### config.mk
export PLATFORM = sky130hd
export DESIGN_NAME = cau_div_cell
export DESIGN_NICKNAME = d
export VERILOG_FILES = /design/src/sv/cau_pkg.sv /design/src/sv/cau_div_cell.sv
export SDC_FILE = /design/constraint.sdc
export NUM_CORES = 1
export LEC_CHECK = 0
export ABC_CLOCK_PERIOD_IN_PS = 10680
export BUFFER_PORTS_ARGS = -buffer_cell sky130_fd_sc_hd__buf_2
export CORE_AREA = 2 2 208 210
export CTS_CLUSTER_SIZE = 10
export DETAILED_ROUTE_END_ITERATION = 6
export DIE_AREA = 0 0 210 212
export HOLD_SLACK_MARGIN = 0.15
export PLACE_DENSITY = 0.71
export SYNTH_ARGS = -nofsm -noshare
export SYNTH_HDL_FRONTEND = slang
export SYNTH_SLANG_ARGS = --single-unit
export TNS_END_PERCENT = 50
### constraint.sdc
create_clock -name clk -period 10.68 [get_ports clk]
set_clock_uncertainty 0.05 [all_clocks]
set_input_delay 2.67 -clock clk [delete_from_list [all_inputs] [get_ports clk]]
set_output_delay 2.67 -clock clk [all_outputs]
set_load 0.01 [all_outputs]
### src/sv/cau_pkg.sv
// ----------------------------------------------------------------------------
// cau_pkg: shared definitions for the complex arithmetic unit
// Number format, function and status codes, the divider cell payload and
// the saturation helper used by the output stage.
// ----------------------------------------------------------------------------
package cau_pkg;

    // Number format
    localparam int WIDTH     = 32;
    localparam int FRAC_BITS = 16;

    // Derived widths: products/magnitudes, exact sums, shifted dividend, compare
    localparam int PW = 2 * WIDTH;
    localparam int SW = PW + 1;
    localparam int CW = PW + FRAC_BITS + WIDTH;

    // Fixed-point 1.0 in sum width
    localparam logic signed [SW-1:0] FIX_ONE = SW'(1) << FRAC_BITS;

    // Function codes
    localparam logic [3:0] FN_ADD = 4'd0;
    localparam logic [3:0] FN_SUB = 4'd1;
    localparam logic [3:0] FN_MUL = 4'd2;
    localparam logic [3:0] FN_DIV = 4'd3;
    localparam logic [3:0] FN_INC = 4'd4;
    localparam logic [3:0] FN_DEC = 4'd5;
    localparam logic [3:0] FN_GT  = 4'd6;
    localparam logic [3:0] FN_LT  = 4'd7;
    localparam logic [3:0] FN_EQ  = 4'd8;
    localparam logic [3:0] FN_NE  = 4'd9;

    // Status codes
    localparam logic [1:0] ST_OK   = 2'd0;
    localparam logic [1:0] ST_DIV0 = 2'd1;
    localparam logic [1:0] ST_SAT  = 2'd2;

    // Payload handed from cell to cell. For non-divide operations rem holds
    // the final magnitude and passes through untouched.
    typedef struct packed {
        logic             is_div;
        logic             dz;
        logic             cmp;
        logic             neg_r;
        logic             neg_i;
        logic             ovf_r;
        logic             ovf_i;
        logic [PW-1:0]    den;
        logic [PW-1:0]    rem_r;
        logic [PW-1:0]    rem_i;
        logic [WIDTH-1:0] dq_r;
        logic [WIDTH-1:0] dq_i;
    } cau_cell_t;

    typedef struct packed {
        logic [WIDTH-1:0] val;
        logic             sat;
    } cau_sat_t;

    // Sign and magnitude to a saturated WIDTH-bit value
    function automatic cau_sat_t sat_part(input logic neg, input logic [PW-1:0] mag);
        logic [PW-1:0] limit;
        cau_sat_t      r;
        limit = PW'(1) << (WIDTH - 1);
        r.sat = 1'b0;
        if (neg)
        begin
            if (mag > limit)
            begin
                r.val = limit[WIDTH-1:0];
                r.sat = 1'b1;
            end
            else
            begin
                r.val = -mag[WIDTH-1:0];
            end
        end
        else
        begin
            if (mag > limit - PW'(1))
            begin
                r.val = limit[WIDTH-1:0] - WIDTH'(1);
                r.sat = 1'b1;
            end
            else
            begin
                r.val = mag[WIDTH-1:0];
            end
        end
        return r;
    endfunction

endpackage

### src/sv/cau_div_cell.sv
// ----------------------------------------------------------------------------
// cau_div_cell: one restoring-division cell
// Produces one quotient bit for both parts per transaction and hands the
// payload to the next cell; non-divide payloads pass through unchanged.
// ----------------------------------------------------------------------------
module cau_div_cell
    import cau_pkg::*;
(
    input  logic      clk,
    input  logic      rst_n,
    input  logic      up_valid,
    output logic      up_ready,
    input  cau_cell_t up_data,
    output logic      down_valid,
    input  logic      down_ready,
    output cau_cell_t down_data
);

    logic      valid_reg;
    cau_cell_t data_reg, data_next;

    // Shift in the next dividend bit, compare-subtract, shift out the quotient bit
    function automatic logic [PW+WIDTH-1:0] step(input logic [PW-1:0] rem,
                                                  input logic [WIDTH-1:0] dq,
                                                  input logic [PW-1:0] den);
        logic [PW:0] t;
        logic [PW:0] d;
        logic        ge;
        t  = {rem, dq[WIDTH-1]};
        d  = {1'b0, den};
        ge = t >= d;
        if (ge) t = t - d;
        return {t[PW-1:0], dq[WIDTH-2:0], ge};
    endfunction

    assign up_ready   = !valid_reg || down_ready;
    assign down_valid = valid_reg;
    assign down_data  = data_reg;

    // Divide step
    always_comb
    begin
        data_next = up_data;
        if (up_data.is_div)
        begin
            {data_next.rem_r, data_next.dq_r} = step(up_data.rem_r, up_data.dq_r, up_data.den);
            {data_next.rem_i, data_next.dq_i} = step(up_data.rem_i, up_data.dq_i, up_data.den);
        end
    end

    always_ff @(posedge clk or negedge rst_n)
    begin
        if (!rst_n)
        begin
            valid_reg <= 1'b0;
        end
        else if (up_ready)
        begin
            valid_reg <= up_valid;
        end
    end

    always_ff @(posedge clk)
    begin
        if (up_ready && up_valid)
        begin
            data_reg <= data_next;
        end
    end

endmodule

==> results.sh <==
export IMPL_status="finished, final reports clean"
export IMPL_min_period_over_period_pct=67.8
export IMPL_io_buffers=531
export IMPL_finalSetupViolations=0
export IMPL_drive_above_1_share_pct=26.7
export IMPL_critPathBufInv=4
export IMPL_grt_overflow=0
export IMPL_yosysSeqAreaShare_pct=41.6
export IMPL_routed_wl_mm=65.5
export IMPL_max_slew_margin_pct=36.6
export IMPL_core_mm2=0.0425
export IMPL_vias_per_cell=5.73
export IMPL_cts_tree="built"
export IMPL_cpPeakStageDelay_ns=0.71
export IMPL_netlist_instances=2038
export IMPL_first_pass_iters=5
export IMPL_synthTopCellsByArea="edfxtp_1, a21oi_1, ha_1, nor2_1, mux2_2"
export IMPL_ant_nets=0
export IMPL_ios=532
export IMPL_synth_distinct_cells=77
export IMPL_synth_edf_count=263
export IMPL_rsz0062_at_grt="false"
export IMPL_synth_most_common_cell="a21oi_1"
export IMPL_ir_drop_mv=0.103
export IMPL_r2r_slack_ns=7.88
export IMPL_place_inst=3020
export IMPL_first_global_vias=17200
export IMPL_grt_pass1_wl_mm=97.6
export IMPL_syn_nets=2435
export IMPL_ctsResizeCount=0
export IMPL_cts_root_buf="clkbuf_16"
export IMPL_final_max_slew_viol_count=0
export IMPL_required_ns=10.91
export IMPL_clk_latency_ns=0.52
export IMPL_instances_no_fill=3076
export IMPL_cts_setup_buffers=0
export IMPL_wl_per_cell_um=21.3
export IMPL_numClockSinks=264
export IMPL_vias=17600
export IMPL_crit_slowest_cell="buf_4"
export IMPL_finalCriticalPeriod_ns=7.24
export IMPL_hold_viol_final=0
export IMPL_holdPathStages=2
export IMPL_async_flop_share_pct=0.379
export IMPL_clkSlewWorstSetupHoldPaths_ns=0.06
export IMPL_crit_path_max_fanout=71
export IMPL_min_path_type="register to register"
export IMPL_p_per_area_mw_per_mm2=142
export IMPL_final_area_mm2=0.0231
export IMPL_dp_hpwl_mm=51.8
export IMPL_hold_start="down_valid"
export IMPL_cts_hold_buf=0
export IMPL_avgSynthCellArea_um2=9.35
export IMPL_fin_tns_setup_ns=0
export IMPL_drt_initial_drc_count=1380
export IMPL_post_place_ws_ns=2.99
export IMPL_grt_use_total_pct=28.3
export IMPL_r2r_start="down_valid"
export IMPL_endpoint_kind="register"
export IMPL_setup_slack_ns=3.44
export IMPL_grt_max_degree=149
export IMPL_worstMarginPinSlew_ns=0.950
export IMPL_cp_top_family="compound AO/OA/AOI/OAI gates"
export IMPL_mappedNetlistArea_mm2=0.0191
export IMPL_crit_type="input pin to register"
export IMPL_die_width_um=210
export IMPL_num_rows=76
export IMPL_leakagePower_nw=9.88
export IMPL_ff2ff_path_depth=4
export IMPL_startpoint_type="input pin"
export IMPL_r2r_end="down_data[105]"
export IMPL_place_area_mm2=0.0221
export IMPL_cap_violations=0
export IMPL_initial_core_util_pct=44.8
export IMPL_cts_buffer_depth=3
export IMPL_die_area_mm2=0.0445
export IMPL_antenna_found_initial=14
export IMPL_holdPathEnd="down_valid"
export IMPL_ys_ff_latch=264
export IMPL_path_common_cell="buf_4"
export IMPL_drcViolationCount=0
export IMPL_crit_path_cell_trace="buf_2, inv_1, ha_1, nor2b_1, o31ai_1, a21oi_1, a221o_1, a41oi_2, a31oi_1, a41o_1, a21oi_4, buf_4, buf_4, a211oi_1, and3_1, o22a_1"
export IMPL_htreeDepth=2
export IMPL_cp_arrival_ns=7.48
export IMPL_die_h_um=212
export IMPL_synthFlopType="edfxtp_1"
export IMPL_synth_top_area_cell="edfxtp_1"
export IMPL_yosys_warnings=0
export IMPL_synthTopCellsByCount="a21oi_1, edfxtp_1, nor2_1"
export IMPL_synth_top_cell_area_share_pct=41.4
export IMPL_cts_made_buffers=34
export IMPL_max_freq_mhz=138
export IMPL_nNetsFinal=2907
export IMPL_place_congestion=0.940
export IMPL_area_growth_pct=21.1
==> per-layer routing <==
layer	wire length (um)	up-vias	track usage, %
met5	58	-	0
met4	2360	8	10.7
met3	4080	136	5.44
met2	31500	695	48.3
met1	27500	8297	35.8
li1	-	8501	-
==> worst max-delay path by stage <==
stage	from	end	slack, ns	cells past startpoint
detailed placement	up_data[193]	down_data[117]	2.99	16
global route	up_data[193]	down_data[117]	3.25	16
global placement	up_data[193]	down_data[117]	3.17	16
CTS	up_data[193]	down_data[117]	3.53	16
floorplan	down_ready	down_data[0]	1.10	2
finish	up_data[193]	down_data[117]	3.44	16
==> power breakdown <==
group | leakage [nW] | internal (mW) | switching [mW]
clock | 0.484 | 0.624 | 0.428
combinational | 6.89 | 0.374 | 0.593
sequential | 2.51 | 1.24 | 0.0221
==> sequential cells by signal, summed over array words and instances (netlist names) <==
register and cells:
down_data 263, down_valid 1
==> layout by cell type, fill, tap and decap left out, types with 14 or more instances in the layout <==
cell type and instances:
mux2i_1 40, o21ai_0 87, nand4_1 41, nor2b_1 15
xnor2_1 64, xor2_1 51, a21oi_1 323, nand3_1 43
a21o_1 54, o21bai_1 29, a31oi_1 17, nor2_1 255
mux2_2 65, a211oi_1 14, buf_2 530, nand2_1 109
nor3_1 27, clkbuf_16 35, ha_1 128, inv_1 104
o21a_1 14, edfxtp_1 263, nand2b_1 17
==> worst reg2reg max path: cells and delay by family, from the launching register on <==
family        cells  cell delay, ns
buf+inv           2            1.44
flops             1            0.37
simple gates      2            0.51
==> kinds of logic after synthesis <==
logic type | Yosys count | share of synthesized area [%]
compound gates | 648 | 20.8
fa+ha+maj | 130 | 8.61
buf+inv | 210 | 4.33
flops | 264 | 41.6
simple gates | 566 | 13.5
mux | 105 | 5.94
xor+xnor | 115 | 5.29
==> metrics by stage <==
step | utilization, % | power [mW] | hold slack [ns]
finish | 54.3 | 3.28 | 0.541
global route | 54.3 | 3.44 | 0.599
CTS | 54.3 | 3.30 | 0.548
detailed placement | 52.0 | 2.24 | 0.533
global placement | 52.0 | 2.23 | 0.533
floorplan | - | 1.93 | 0.572
==> cell type report <==
type / instances / area, um^2
Clock inverter: 8 / 70.1
Tap cell: 546 / 683
Inverter: 104 / 390
Multi-Input combinational cell: 1564 / 10300
Clock buffer: 43 / 916
Sequential cell: 264 / 7920
Timing Repair Buffer: 542 / 2760
Antenna cell: 5 / 12.5
Fill cell: 3886 / 19400
Note: power is estimated with default switching activity, not from simulation.
